<file path="src/rtl/audio_fifo_adaptive_resampler_core_macros.svh">
// Assertion macros for the resampler RTL; afar_back is the only user.
`ifndef AUDIO_FIFO_ADAPTIVE_RESAMPLER_CORE_MACROS_SVH
`define AUDIO_FIFO_ADAPTIVE_RESAMPLER_CORE_MACROS_SVH

`ifndef SYNTHESIS

// Property that must hold at every edge outside reset.
`define AFAR_ASSERT(label, clk, rst, prop, msg) \
  label: assert property (@(posedge clk) disable iff (rst) (prop)) else $error(msg);

// Condition that must hold in the cycle after a trigger.
`define AFAR_ASSERT_NEXT(label, clk, rst, ante, cons, msg) \
  label: assert property (@(posedge clk) disable iff (rst) (ante) |=> (cons)) else $error(msg);

`else

`define AFAR_ASSERT(label, clk, rst, prop, msg)
`define AFAR_ASSERT_NEXT(label, clk, rst, ante, cons, msg)

`endif

`endif

</file>
<file path="src/rtl/afar_pkg.sv">
package afar_pkg;

  localparam int SAMPLE_W = 10;
  localparam int TARGET_W = 11;
  localparam int STEP_W   = 17;
  localparam int PHASE_W  = 16;
  localparam int ADAPT_W  = 6;

  localparam logic [TARGET_W-1:0] TARGET_RESET  = 11'd800;
  localparam logic [STEP_W-1:0]   UNITY_STEP    = 17'd65536;
  localparam logic [7:0]          SILENCE_LEVEL = 8'd128;
  localparam int                  CORR_LIMIT    = 6553;

  typedef enum logic [1:0] {
    STAT_OK       = 2'd0,
    STAT_FULL     = 2'd1,
    STAT_UNDERRUN = 2'd2,
    STAT_PRIMING  = 2'd3
  } status_t;

  typedef struct packed {
    logic                       is_pull;
    logic signed [SAMPLE_W-1:0] sample;
  } item_t;

endpackage

</file>
<file path="src/rtl/afar_front.sv">
module afar_front (
  input  logic              in_valid,
  output logic              in_ready,
  input  logic              req_type,
  input  logic [7:0]        dac_level,
  input  logic [7:0]        volume,
  input  logic              q_full,
  output logic              q_wr,
  output afar_pkg::item_t   q_item
);

  logic [3:0]         att;
  logic [4:0]         gain;
  logic signed [9:0]  scaled;
  logic signed [15:0] prod;
  logic signed [15:0] prod_adj;

  always_comb begin
    att      = (volume[7:4] < volume[3:0]) ? volume[7:4] : volume[3:0];
    gain     = 5'd16 - {1'b0, att};
    // center the level and scale by 4
    scaled   = signed'({dac_level - afar_pkg::SILENCE_LEVEL, 2'b00});
    prod     = scaled * signed'({1'b0, gain});
    // bias negatives so the shift truncates toward zero
    prod_adj = prod + (prod[15] ? 16'sd15 : 16'sd0);
    q_item.is_pull = req_type;
    q_item.sample  = prod_adj[13:4];
  end

  assign in_ready = !q_full;
  assign q_wr     = in_valid && !q_full;

endmodule

</file>
<file path="config.mk">
export PLATFORM = sky130hd
export DESIGN_NAME = afar_front
export DESIGN_NICKNAME = d
export VERILOG_FILES = /design/src/rtl/audio_fifo_adaptive_resampler_core_macros.svh /design/src/rtl/afar_pkg.sv /design/src/rtl/afar_front.sv
export SDC_FILE = /design/constraint.sdc
export NUM_CORES = 1
export LEC_CHECK = 0
export BUFFER_PORTS_ARGS = -buffer_cell sky130_fd_sc_hd__buf_2
export CAP_MARGIN = 15
export CORE_ASPECT_RATIO = 1.75
export CORE_MARGIN = 1
export CORE_UTILIZATION = 64
export DETAILED_ROUTE_END_ITERATION = 8
export PLACE_DENSITY = 0.95
export SYNTH_ARGS = -nofsm -noshare
export SYNTH_HDL_FRONTEND = slang
export SYNTH_SLANG_ARGS = --single-unit
</file>
<file path="constraint.sdc">
create_clock -name vclk -period 13.2
set_input_delay 0.66 -clock vclk [all_inputs]
set_output_delay 0.66 -clock vclk [all_outputs]
set_load 0.01 [all_outputs]
</file>
==> flow_metrics.py <==
metrics = {
    "outcome": {
        "status": "complete, no violations",
    },
    "drt": {
        "ant_nets": 0,
        "firstDrtPassIters": 4,
        "via_per_inst": 5.57,
        "routedWlPerCell_um": 13.5,
        "vias": 1815,
        "drc_errors": 0,
        "routed_wl_mm": 4.40,
        "first_iter_violations": 39,
    },
    "floorplan": {
        "die_w_um": 45.0,
        "dieArea_um2": 3480,
        "rows": 27,
        "start_util_pct": 66.7,
        "chipHeight_um": 77.3,
        "core_area_um2": 3110,
        "ios": 32,
    },
    "logic_synthesis": {
        "synth.avg_cell_area_um2": 8.07,
        "yosysSeqAreaShare_pct": 0,
        "syn_inst": 257,
        "synth_top_cell_by_area": "fa_1",
        "synth_area_leaders": "fa_1 (24%), ha_1 (18%), inv_1 (10%)",
        "ys_warn_count": 0,
        "yosysMostFrequentCell": "inv_1",
        "syn_area_um2": 2070,
        "synthesis.nets": 331,
        "netlist_top_cells_count": "inv_1 (56), ha_1 (30), fa_1 (25)",
        "synth.top_cell.area_share_pct": 24.1,
        "yosysUniqueCellTypes": 43,
    },
    "sta": {
        "max_freq_mhz": 123,
        "maxSlewViolCount": 0,
        "tns_ns": 0,
        "tightest_slew_ns": 0.626,
        "setup_viol": 0,
        "finalWorstPathRequiredPeriod_ns": 8.15,
        "hold_violations": 0,
        "post-route-period-util_pct": 61.8,
        "slew_headroom_pct": 58.0,
        "grt_setup_unrepaired": "false",
        "hold_slack_ns": 1.32,
    },
    "finish": {
        "regArea_um2": 0,
        "antenna_cells": 0,
        "numSequentialCells": 0,
        "drive_above_1_share_pct": 14.8,
        "clock_buffers": 0,
        "area_growth_pct": 8.93,
        "fin_nets": 359,
    },
    "placement": {
        "portBuffers": 30,
        "gp_congestion": 0.821,
        "place_hpwl_mm": 3.87,
    },
    "pwr": {
        "leakage_nw": 1.14,
        "irDropWorstVdd_v": 0.000138,
        "power_density_nw_per_um2": 231,
    },
    "clocking": {
        "cts.repair.resized": 0,
        "hold_buffers": 0,
        "cts_setup_buffers": 0,
    },
    "critical_path": {
        "arrival_ns": 7.49,
        "cp.depth": 28,
        "start_kind": "input port",
        "cpPeakStageDelay_ns": 0.56,
        "path_max_fanout": 9,
        "critPathRequiredTime_ns": 12.54,
        "cp_top_family": "adder cells",
        "path_buf_inv": 6,
        "end_kind": "primary output",
        "crit_slowest_cell": "fa_1",
        "crit_type": "in -> out",
    },
    "global_route": {
        "grt_remaining_overflow": 0,
        "grt_pass1_vias": 1883,
        "grt_antenna_before_repair": 0,
        "grt_use_total_pct": 28.7,
        "grt_start_max_net_pins": 11,
        "grt_pass1_wl_mm": 7.85,
    },
    "flow_run": {
        "cap_violations": 0,
    },
    "worst_hold_path": {
        "hp-class": "in -> out",
        "whs_path_depth": 0,
    },
}
-- worst paths after layout --
check	from	endpoint	slack, ns
worst min-delay path	req_type	q_item[10]	1.32
worst max-delay path	volume[1]	q_item[8]	5.05
-- metal layers --
metal / track usage [%] / part of all wire (%)
met1: 30.5 / 37
met2: 55.1 / 57
met3: 1.88 / 2.5
met4: 9.39 / 3.6
met5: 0 / 0
-- cell type report --
cell class         count  area [um^2]
multi-input cells    197         1850
fillers              260          848
inverters             56          210
repair buffers        30          150
well taps             43         53.8
-- metrics by stage --
| stage | setup WS [ns] | std cells | util (%) | power [mW] | instance area (um^2) |
|---|---|---|---|---|---|
| floorplan | 5.77 | 257 | - | 0.393 | 2070 |
| global placement | 5.32 | 326 | 72.7 | 0.497 | 2260 |
| detailed placement | 5.03 | 326 | 72.7 | 0.520 | 2260 |
| CTS | 5.03 | 326 | 72.7 | 0.521 | 2260 |
| global route | 4.60 | 326 | 72.7 | 0.583 | 2260 |
| finish | 5.05 | 326 | 72.7 | 0.522 | 2260 |
-- logic make-up after synthesis --
family | count (synthesis) | share of synthesized area, %
AO/OA/AOI/OAI | 31 | 11.5
XOR/XNOR | 20 | 8.44
adder cells (fa/ha/maj) | 55 | 42.2
buffers and inverters | 60 | 11.0
multiplexers | 3 | 1.69
AND/OR/NAND/NOR | 88 | 25.2
-- cell usage in the layout (no fill, tap or decap), drive strengths merged, types with 2 or more instances in the layout --
| master | netlist | final |
|---|---|---|
| xor2 | 4 | 4 |
| a2111oi | 2 | 2 |
| inv | 56 | 56 |
| nand4 | 2 | 2 |
| mux2i | 2 | 2 |
| or3 | 2 | 2 |
| ha | 30 | 30 |
| nand2 | 12 | 12 |
| a211oi | 2 | 2 |
| a21oi | 9 | 9 |
| o22ai | 2 | 2 |
| nor2b | 18 | 18 |
| o21a | 2 | 2 |
| fa | 25 | 25 |
| a31oi | 2 | 2 |
| xnor2 | 16 | 16 |
| and3 | 4 | 4 |
| or3b | 2 | 2 |
| nor2 | 9 | 9 |
| nand3 | 2 | 2 |
| o21ai | 5 | 5 |
| and2 | 21 | 21 |
| nand4b | 2 | 2 |
| or2 | 3 | 3 |
| buf | 1 | 30 |
| o21bai | 2 | 2 |
| nor3 | 5 | 5 |
| nand2b | 3 | 3 |
-- power by group --
| group | leakage (nW) | switching (mW) | internal, mW |
|---|---|---|---|
| registers | 0 | 0 | 0 |
| clock network | 0 | 0 | 0 |
| logic | 1.14 | 0.294 | 0.228 |
Note: power is estimated with default switching activity, not from simulation.
