[config.mk]
export PLATFORM = sky130hd
export DESIGN_NAME = afar_queue
export DESIGN_NICKNAME = d
export VERILOG_FILES = /design/src/rtl/audio_fifo_adaptive_resampler_core_macros.svh /design/src/rtl/afar_pkg.sv /design/src/rtl/afar_queue.sv
export SDC_FILE = /design/constraint.sdc
export NUM_CORES = 1
export LEC_CHECK = 0
export ABC_CLOCK_PERIOD_IN_PS = 1100
export BUFFER_PORTS_ARGS = -buffer_cell sky130_fd_sc_hd__clkbuf_2
export CAP_MARGIN = 20
export CORE_ASPECT_RATIO = 1.5
export CORE_MARGIN = 2
export CORE_UTILIZATION = 35
export DETAILED_ROUTE_END_ITERATION = 6
export SKIP_CTS_REPAIR_TIMING = 1
export SYNTH_ARGS = -nofsm -noshare
export SYNTH_HDL_FRONTEND = slang
export SYNTH_SLANG_ARGS = --single-unit
[constraint.sdc]
create_clock -name clk -period 1.1 [get_ports clk]
set_input_delay 0.11 -clock clk [delete_from_list [all_inputs] [get_ports clk]]
set_output_delay 0.11 -clock clk [all_outputs]
set_load 0.02 [all_outputs]
[src/rtl/audio_fifo_adaptive_resampler_core_macros.svh]
// Assertion macros for the resampler RTL; afar_back is the only user.
`ifndef AUDIO_FIFO_ADAPTIVE_RESAMPLER_CORE_MACROS_SVH
`define AUDIO_FIFO_ADAPTIVE_RESAMPLER_CORE_MACROS_SVH

`ifndef SYNTHESIS

// Property that must hold at every edge outside reset.
`define AFAR_ASSERT(label, clk, rst, prop, msg) \
  label: assert property (@(posedge clk) disable iff (rst) (prop)) else $error(msg);

// Condition that must hold in the cycle after a trigger.
`define AFAR_ASSERT_NEXT(label, clk, rst, ante, cons, msg) \
  label: assert property (@(posedge clk) disable iff (rst) (ante) |=> (cons)) else $error(msg);

`else

`define AFAR_ASSERT(label, clk, rst, prop, msg)
`define AFAR_ASSERT_NEXT(label, clk, rst, ante, cons, msg)

`endif

`endif

[src/rtl/afar_pkg.sv]
package afar_pkg;

  localparam int SAMPLE_W = 10;
  localparam int TARGET_W = 11;
  localparam int STEP_W   = 17;
  localparam int PHASE_W  = 16;
  localparam int ADAPT_W  = 6;

  localparam logic [TARGET_W-1:0] TARGET_RESET  = 11'd800;
  localparam logic [STEP_W-1:0]   UNITY_STEP    = 17'd65536;
  localparam logic [7:0]          SILENCE_LEVEL = 8'd128;
  localparam int                  CORR_LIMIT    = 6553;

  typedef enum logic [1:0] {
    STAT_OK       = 2'd0,
    STAT_FULL     = 2'd1,
    STAT_UNDERRUN = 2'd2,
    STAT_PRIMING  = 2'd3
  } status_t;

  typedef struct packed {
    logic                       is_pull;
    logic signed [SAMPLE_W-1:0] sample;
  } item_t;

endpackage

[src/rtl/afar_queue.sv]
module afar_queue (
  input  logic            clk,
  input  logic            rst,
  input  logic            wr,
  input  afar_pkg::item_t wr_item,
  output logic            full,
  input  logic            pop,
  output logic            valid,
  output afar_pkg::item_t rd_item
);

  afar_pkg::item_t entries [2];
  logic            wr_ptr;
  logic            rd_ptr;
  logic [1:0]      count;
  logic [1:0]      count_next;

  assign full    = (count == 2'd2);
  assign valid   = (count != 2'd0);
  assign rd_item = entries[rd_ptr];

  always_comb begin
    case ({wr, pop})
      2'b10:   count_next = count + 2'd1;
      2'b01:   count_next = count - 2'd1;
      default: count_next = count;
    endcase
  end

  always_ff @(posedge clk) begin
    if (rst) begin
      wr_ptr <= 1'b0;
      rd_ptr <= 1'b0;
      count  <= 2'd0;
    end else begin
      if (wr) begin
        wr_ptr <= !wr_ptr;
      end
      if (pop) begin
        rd_ptr <= !rd_ptr;
      end
      count <= count_next;
    end
  end

  always_ff @(posedge clk) begin
    if (wr) begin
      entries[wr_ptr] <= wr_item;
    end
  end

endmodule

==> out/summary.json, run 1 <==
{
  "pwr": {
    "cellInternalPower_mw": 1.74,
    "power.switching_fraction_pct": 23.6,
    "power.leakage_nw": 0.598,
    "power_density_mw_per_mm2": 1550,
    "comb_power_share_pct": 22.6,
    "clock_power_share_pct": 24.0,
    "power.ir.vdd_worst_mv": 0.826,
    "power.total_mw": 2.28,
    "p_sw_mw": 0.537,
    "power_frac_seq_pct": 53.4
  },
  "sta": {
    "worst-slew-pin-transition_ns": 0.172,
    "final-max-slew-violation-count": 0,
    "fin_worst_hold_slack_ns": 0.0274,
    "clock.fmax_ghz": 0.747,
    "slew_headroom_pct": 88.5,
    "hold_viol_final": 0,
    "setup_slack_ns": -0.238,
    "timing.final.crit_share_pct": 122,
    "worst_case_clock_skew_ns": 0.00381,
    "finalSetupViolations": 11,
    "final.min_clock_period_ns": 1.34,
    "rsz0062_at_grt": "yes"
  },
  "final_layout": {
    "commonest_non_fill_non_tap_cell_in_the_layout": "edfxtp_1",
    "area_delta_synth_final_pct": 47.8,
    "mostFrequentLayoutCells": "22 x edfxtp_1, 14 x clkbuf_2, 13 x buf_6, 11 x mux2_4",
    "final-instance-count-excl-fill": 131,
    "antennaDiodeCount": 0,
    "fin_area_mm2": 0.00147,
    "fin_util_pct": 54.5,
    "layout.nets": 111,
    "final_layout_size_suffix_gt1_share_pct": 59.6
  },
  "route": {
    "detail_route.vias_per_cell": 4.43,
    "drcViolationCount": 0,
    "routed_wire_length_per_instance_um": 12.5,
    "final_antenna_net_count": 0,
    "detail_route.wirelength_um": 1640,
    "vias": 580,
    "detailedRoute.firstIterationViolations": 9,
    "detailedRoute.firstPassIterationCount": 2
  },
  "clock_tree": {
    "clock_latency_reported_for_the_late_side_of_the_worst_skew_pair_ns": 0.27,
    "clkSlewWorstSetupHoldPaths_ns": 0.09,
    "cts.sinks": 27,
    "cts_tree": "yes",
    "cts_root_buffer_type": "clkbuf_8",
    "htree_levels": 1,
    "clock_tree.buffer_depth": 2,
    "total_clock_buffers_created_by_cts": 3
  },
  "min_path": {
    "hp-start": "wr_item[3]",
    "whs_path_depth": 1,
    "hold_class": "in2reg"
  },
  "die": {
    "floorplan.die.width_um": 47.6,
    "initial_utilization_pct": 36.9,
    "floorplan.core_area_mm2": 0.00271,
    "fp.dieArea_mm2": 0.00330,
    "chipHeight_um": 69.4,
    "placementRows": 23,
    "io_pins": 28
  },
  "yosys": {
    "yosysWarnings": 0,
    "cell_area_synth_um2": 997,
    "synth_area_leaders": "edfxtp_1 66%, mux2_2 12%, dfxtp_1 10%, xnor2_1 2.6%, nor2_1 1.9%",
    "synth_top_area_cell": "edfxtp_1",
    "synth_nets": 72,
    "syn-instance-count": 56,
    "postSynthAreaPerCell_um2": 17.8,
    "netlist.area_leader.share_pct": 66.2,
    "synth_seq_cells": 27,
    "synth_sequential_area_ratio_pct": 76.3,
    "yosysUniqueCellTypes": 15
  },
  "placement": {
    "buffer_ports.inserted": 27,
    "dpl_cell_area_mm2": 0.00125,
    "placed_cells": 124,
    "post-dp-hpwl_um": 1120,
    "finalWeightedCongestion": 0.605
  },
  "grt": {
    "grt_remaining_overflow": 0,
    "grt_start_max_net_pins": 17,
    "grt.total_usage_pct": 10.1,
    "antenna_found_initial": 0,
    "wire_length_of_the_first_global_routing_pass_um": 2420,
    "grt_pass1_vias": 601
  },
  "critical_path": {
    "start_kind": "register",
    "critPathArrivalTime_ns": 1.23,
    "path_depth": 3,
    "setup.worst_path.end_class": "primary output",
    "setup.worst_path.class": "reg2out",
    "worst_path_largest_cell_delay_ns": 0.38,
    "path_cells": "clkbuf_16 -> mux2_4 -> buf_6",
    "timing.rr.start": "count[1]",
    "timing.critical_path.required_ns": 0.99,
    "timing.critical_path.slowest_stage_cell": "dfxtp_4",
    "r2r_cells": 3,
    "path_delay_family": "flip-flops",
    "worstPathMaxFanout": 5,
    "buffers_plus_inverters_on_the_worst_setup_path": 2
  },
  "run_status": {
    "violations": "negative setup slack",
    "status": "finished with violations"
  },
  "job": {
    "timing.max_cap.violations": 0
  }
}
[synth_stat cells]
master    count
edfxtp_1     22
mux2_2       11
dfxtp_1       5
nor2_1        5
xnor2_1       3
a21oi_1       1
and2_1        1
and2b_2       1
buf_2         1
ha_1          1
inv_1         1
o21ai_0       1
or2_2         1
or3_1         1
xor2_1        1
[through the flow]
stage               setup TNS, ns  setup WS, ns
floorplan                       0        0.0505
global placement                0       0.00744
detailed placement        -0.0459       -0.0459
CTS                         -3.19        -0.285
global route                -2.85        -0.273
finish                      -2.42        -0.238
[power by group through the flow]
stage	clock network (mW)	registers (mW)	logic [mW]
after floorplan	0	1.23	0.217
after global placement	0	1.23	0.360
after detailed placement	0	1.23	0.367
after CTS	0.568	1.21	0.370
after global routing	0.591	1.23	0.549
final	0.548	1.22	0.514
[layout make-up]
type	instances	area, um^2
fillers	249	1230
well taps	37	46.3
inverters	1	3.75
multi-input cells	27	274
clock buffers	3	41.3
repair buffers	35	332
flip-flops and latches	27	769
clock inverters	1	7.51
[sequential cells by signal (all words and copies together) (netlist names), named ones only]
| register | cells |
|---|---|
| entries | 22 |
| rd_ptr | 1 |
| wr_ptr | 1 |
| count | 2 |
[kinds of logic (layout without fill, tap and decap cells)]
kind of cell / count (synthesis) / in the layout / share of synthesized area, %
flip-flops: 27 / 27 / 76.3
multiplexers: 11 / 11 / 12.4
AND/OR/NAND/NOR: 9 / 9 / 4.64
XOR/XNOR: 4 / 4 / 3.51
AO/OA/AOI/OAI: 2 / 2 / 1.00
buffers and inverters: 2 / 40 / 0.877
adder cells (fa/ha/maj): 1 / 1 / 1.25
[routing by layer]
layer	GRT usage, %	vias to the layer above	routed length [um]
met5	0	-	0
met4	4.50	0	9
met2	17.9	19	906
met3	3.39	2	109
met1	9.73	278	616
li1	-	281	-
[worst paths after layout]
| path | slack [ns] | to |
|---|---|---|
| max | -0.24 | rd_item[0] |
| min reg2reg | 0.53 | rd_ptr |
| max reg2reg | 0.05 | count[1] |
| min | 0.03 | entries[1][3] |
Note: power is estimated with default switching activity, not from simulation.
==> run 2, diff against run 1 <==
--- a/config.mk
+++ b/config.mk
@@ -12,6 +12,7 @@
 export CORE_MARGIN = 2
 export CORE_UTILIZATION = 35
 export DETAILED_ROUTE_END_ITERATION = 6
+export RECOVER_POWER = 25
 export SKIP_CTS_REPAIR_TIMING = 1
 export SYNTH_ARGS = -nofsm -noshare
 export SYNTH_HDL_FRONTEND = slang
==> run 2 against run 1 <==
Compared with the run above:
- the flow still finishes with violations (negative setup slack)
- register-to-register slack barely moved
- clock skew about the same
- setup slack is essentially flat
- critical path depth stayed put
- routed wire length rose by 0.37%
- combinational power about the same
- hold slack better by 0.00056 ns
- clock power barely moved
- flip-flop and latch count is the same
- sequential share of layout area grew 0.089 points
- clock-buffer cell count unchanged
- critical path type unchanged
==> out/summary.json, run 2 (synthesis gave the netlist of run 1 again) <==
{
  "route": {
    "detail_route.wirelength": {"value": 1650, "unit": "um", "change": "+0.37%"},
    "drcViolationCount": {"value": 0, "change": "unchanged"},
    "routed_wire_length_per_instance": {"value": 12.6, "unit": "um", "change": "+0.37%"},
    "detail_route.vias_per_cell": {"value": 4.40, "change": "-0.69%"},
    "vias": {"value": 576, "change": "-0.69%"},
    "detailedRoute.firstIterationViolations": {"value": 4, "change": "-5"},
    "detailedRoute.firstPassIterationCount": {"value": 2, "change": "unchanged"},
    "final_antenna_net_count": {"value": 0, "change": "unchanged"}
  },
  "grt": {
    "grt_pass1_vias": {"value": 601, "change": "unchanged"},
    "grt_remaining_overflow": {"value": 0, "change": "unchanged"},
    "grt.total_usage": {"value": 10.1, "unit": "%", "change": "unchanged"},
    "wire_length_of_the_first_global_routing_pass": {"value": 2420, "unit": "um", "change": "unchanged"},
    "grt_start_max_net_pins": {"value": 17, "change": "unchanged"},
    "antenna_found_initial": {"value": 0, "change": "unchanged"}
  },
  "sta": {
    "setup_slack": {"value": -0.238, "unit": "ns", "change": "-0.0000100 ns"},
    "slew_headroom": {"value": 88.5, "unit": "%", "change": "unchanged"},
    "rsz0062_at_grt": "yes",
    "worst_case_clock_skew": {"value": 0.00338, "unit": "ns", "change": "-0.000435 ns"},
    "timing.final.crit_share": {"value": 122, "unit": "%", "change": "about the same"},
    "hold_viol_final": {"value": 0, "change": "unchanged"},
    "final-max-slew-violation-count": {"value": 0, "change": "unchanged"},
    "finalSetupViolations": {"value": 11, "change": "unchanged"},
    "worst-slew-pin-transition": {"value": 0.172, "unit": "ns", "change": "unchanged"},
    "final.min_clock_period": {"value": 1.34, "unit": "ns", "change": "+0.0000100 ns"},
    "clock.fmax": {"value": 0.747, "unit": "GHz", "change": "about the same"}
  },
  "pwr": {
    "power.leakage": {"value": 0.592, "unit": "nW", "change": "-0.99%"},
    "power.total": {"value": 2.28, "unit": "mW", "change": "-0.10%"},
    "power.ir.vdd_worst": {"value": 0.824, "unit": "mV", "change": "-0.29%"},
    "power_density": {"value": 1550, "unit": "mW/mm^2", "change": "about the same"}
  },
  "critical_path": {
    "path_delay_family": "flip-flops",
    "worst_path_largest_cell_delay": {"value": 0.38, "unit": "ns", "change": "about the same"},
    "regToRegEndpoint": "count[1]",
    "timing.critical_path.slowest_stage_cell": "dfxtp_4",
    "timing.rr.start": "count[1]",
    "setup.worst_path.end_class": "primary output",
    "start_kind": "register",
    "timing.critical_path.required": {"value": 0.99, "unit": "ns", "change": "about the same"},
    "critPathArrivalTime": {"value": 1.23, "unit": "ns", "change": "about the same"},
    "buffers_plus_inverters_on_the_worst_setup_path": {"value": 2, "change": "unchanged"},
    "setup.worst_path.class": "reg2out",
    "path_cells": "clkbuf_16 -> mux2_4 -> buf_6",
    "r2r_cells": {"value": 3, "change": "unchanged"},
    "ff2ff_setup_slack": {"value": 0.05, "unit": "ns", "change": "about the same"},
    "worstPathMaxFanout": {"value": 5, "change": "unchanged"}
  },
  "final_layout": {
    "layout.nets": {"value": 111, "change": "unchanged"},
    "antennaDiodeCount": {"value": 0, "change": "unchanged"},
    "final_layout_size_suffix_gt1_share": {"value": 57.4, "unit": "%", "change": "-2.1 points"},
    "area_delta_synth_final_pct": 47.6,
    "final-instance-count-excl-fill": {"value": 131, "change": "unchanged"},
    "mostFrequentLayoutCells": "22 x edfxtp_1, 13 x buf_6, 12 x clkbuf_2, 11 x mux2_4",
    "register_containing_the_most_flip_flops_in_the_final_layout": "entries",
    "fin_util": {"value": 54.4, "unit": "%", "change": "-0.092 points"},
    "largest_register_ff_count": {"value": 22, "change": "unchanged"},
    "layout.filler_cells": {"value": 251, "change": "+0.80%"},
    "layout_top_registers": "entries (22), count (2)",
    "commonest_non_fill_non_tap_cell_in_the_layout": "edfxtp_1"
  },
  "clock_tree": {
    "clock_tree.buffer_depth": {"value": 2, "change": "unchanged"},
    "cts_root_buffer_type": "clkbuf_8",
    "clkSlewWorstSetupHoldPaths": {"value": 0.09, "unit": "ns", "change": "about the same"},
    "cts.sinks": {"value": 27, "change": "unchanged"},
    "htree_levels": {"value": 1, "change": "unchanged"},
    "total_clock_buffers_created_by_cts": {"value": 3, "change": "unchanged"},
    "clock_latency_reported_for_the_late_side_of_the_worst_skew_pair": {"value": 0.26, "unit": "ns", "change": "about the same"},
    "cts_tree": "yes"
  },
  "placement": {
    "post-dp-hpwl": {"value": 1120, "unit": "um", "change": "unchanged"},
    "placed_cells": {"value": 124, "change": "unchanged"},
    "buffer_ports.inserted": {"value": 27, "change": "unchanged"},
    "finalWeightedCongestion": {"value": 0.605, "change": "unchanged"},
    "placement.setup.worst_slack": {"value": -0.0459, "unit": "ns", "change": "unchanged"}
  },
  "min_path": {
    "whs_path_depth": {"value": 1, "change": "unchanged"},
    "hold_end": "entries[1][3]",
    "hold_class": "in2reg",
    "hp-start": "wr_item[3]"
  },
  "run_status": {
    "violations": "negative setup slack",
    "status": "finished with violations"
  },
  "die": {
    "io_pins": {"value": 28, "change": "unchanged"},
    "fp.dieArea": {"value": 0.00330, "unit": "mm^2", "change": "unchanged"},
    "placementRows": {"value": 23, "change": "unchanged"},
    "floorplan.core_area": {"value": 0.00271, "unit": "mm^2", "change": "unchanged"},
    "chipHeight": {"value": 69.4, "unit": "um", "change": "unchanged"},
    "initial_utilization": {"value": 36.9, "unit": "%", "change": "unchanged"},
    "floorplan.die.width": {"value": 47.6, "unit": "um", "change": "unchanged"}
  },
  "job": {
    "timing.max_cap.violations": {"value": 0, "change": "unchanged"}
  }
}
## run 2: per-layer routing
metal	part of all wire, %	wire length [um]	track usage (%)	vias to the layer above
met2	55	907	17.9	19
li1	-	-	-	280
met4	0.55	9	4.50	0
met1	38	621	9.73	275
met3	6.6	108	3.39	2
met5	0	0	0	-
## run 2: power breakdown
group          leakage (nW)  total (mW)  internal [mW]  switching [mW]
Combinational         0.321       0.513          0.300           0.213
Sequential            0.250        1.22           1.18          0.0323
Clock                0.0217       0.546          0.256           0.290
Total                 0.592        2.28           1.74           0.535
## run 2: layout make-up
cell class                 instances  area, um^2  share of cell area (%)
clock buffer                       3        41.3                    2.81
clock inverter                     1        7.51                   0.510
inverter                           1        3.75                   0.255
multi-input combinational         27         274                    18.6
sequential                        27         769                    52.3
tap                               37        46.3                    3.15
timing repair buffer              35         329                    22.4
## run 2: how the worst max path moves through the flow
| stage | endpoint | slack [ns] | depth (start not counted) |
|---|---|---|---|
| 6_report | rd_item[0] | -0.24 | 3 |
| 5_1_grt | rd_item[7] | -0.27 | 3 |
| 4_1_cts | rd_item[0] | -0.28 | 3 |
| 3_5_place_dp | count[1] | -0.05 | 5 |
| 3_3_place_gp | count[1] | 0.007 | 5 |
| 2_1_floorplan | entries[1][0] | 0.05 | 1 |
## run 2: stage by stage
step | instance area (um^2) | hold slack, ns | TNS (ns)
2_1_floorplan | 1000 | 0.179 | 0
3_3_place_gp | 1250 | 0.300 | 0
3_5_place_dp | 1250 | 0.303 | -0.0459
4_1_cts | 1300 | 0.0200 | -3.19
5_1_grt | 1470 | 0.0147 | -2.85
6_report | 1470 | 0.0279 | -2.43
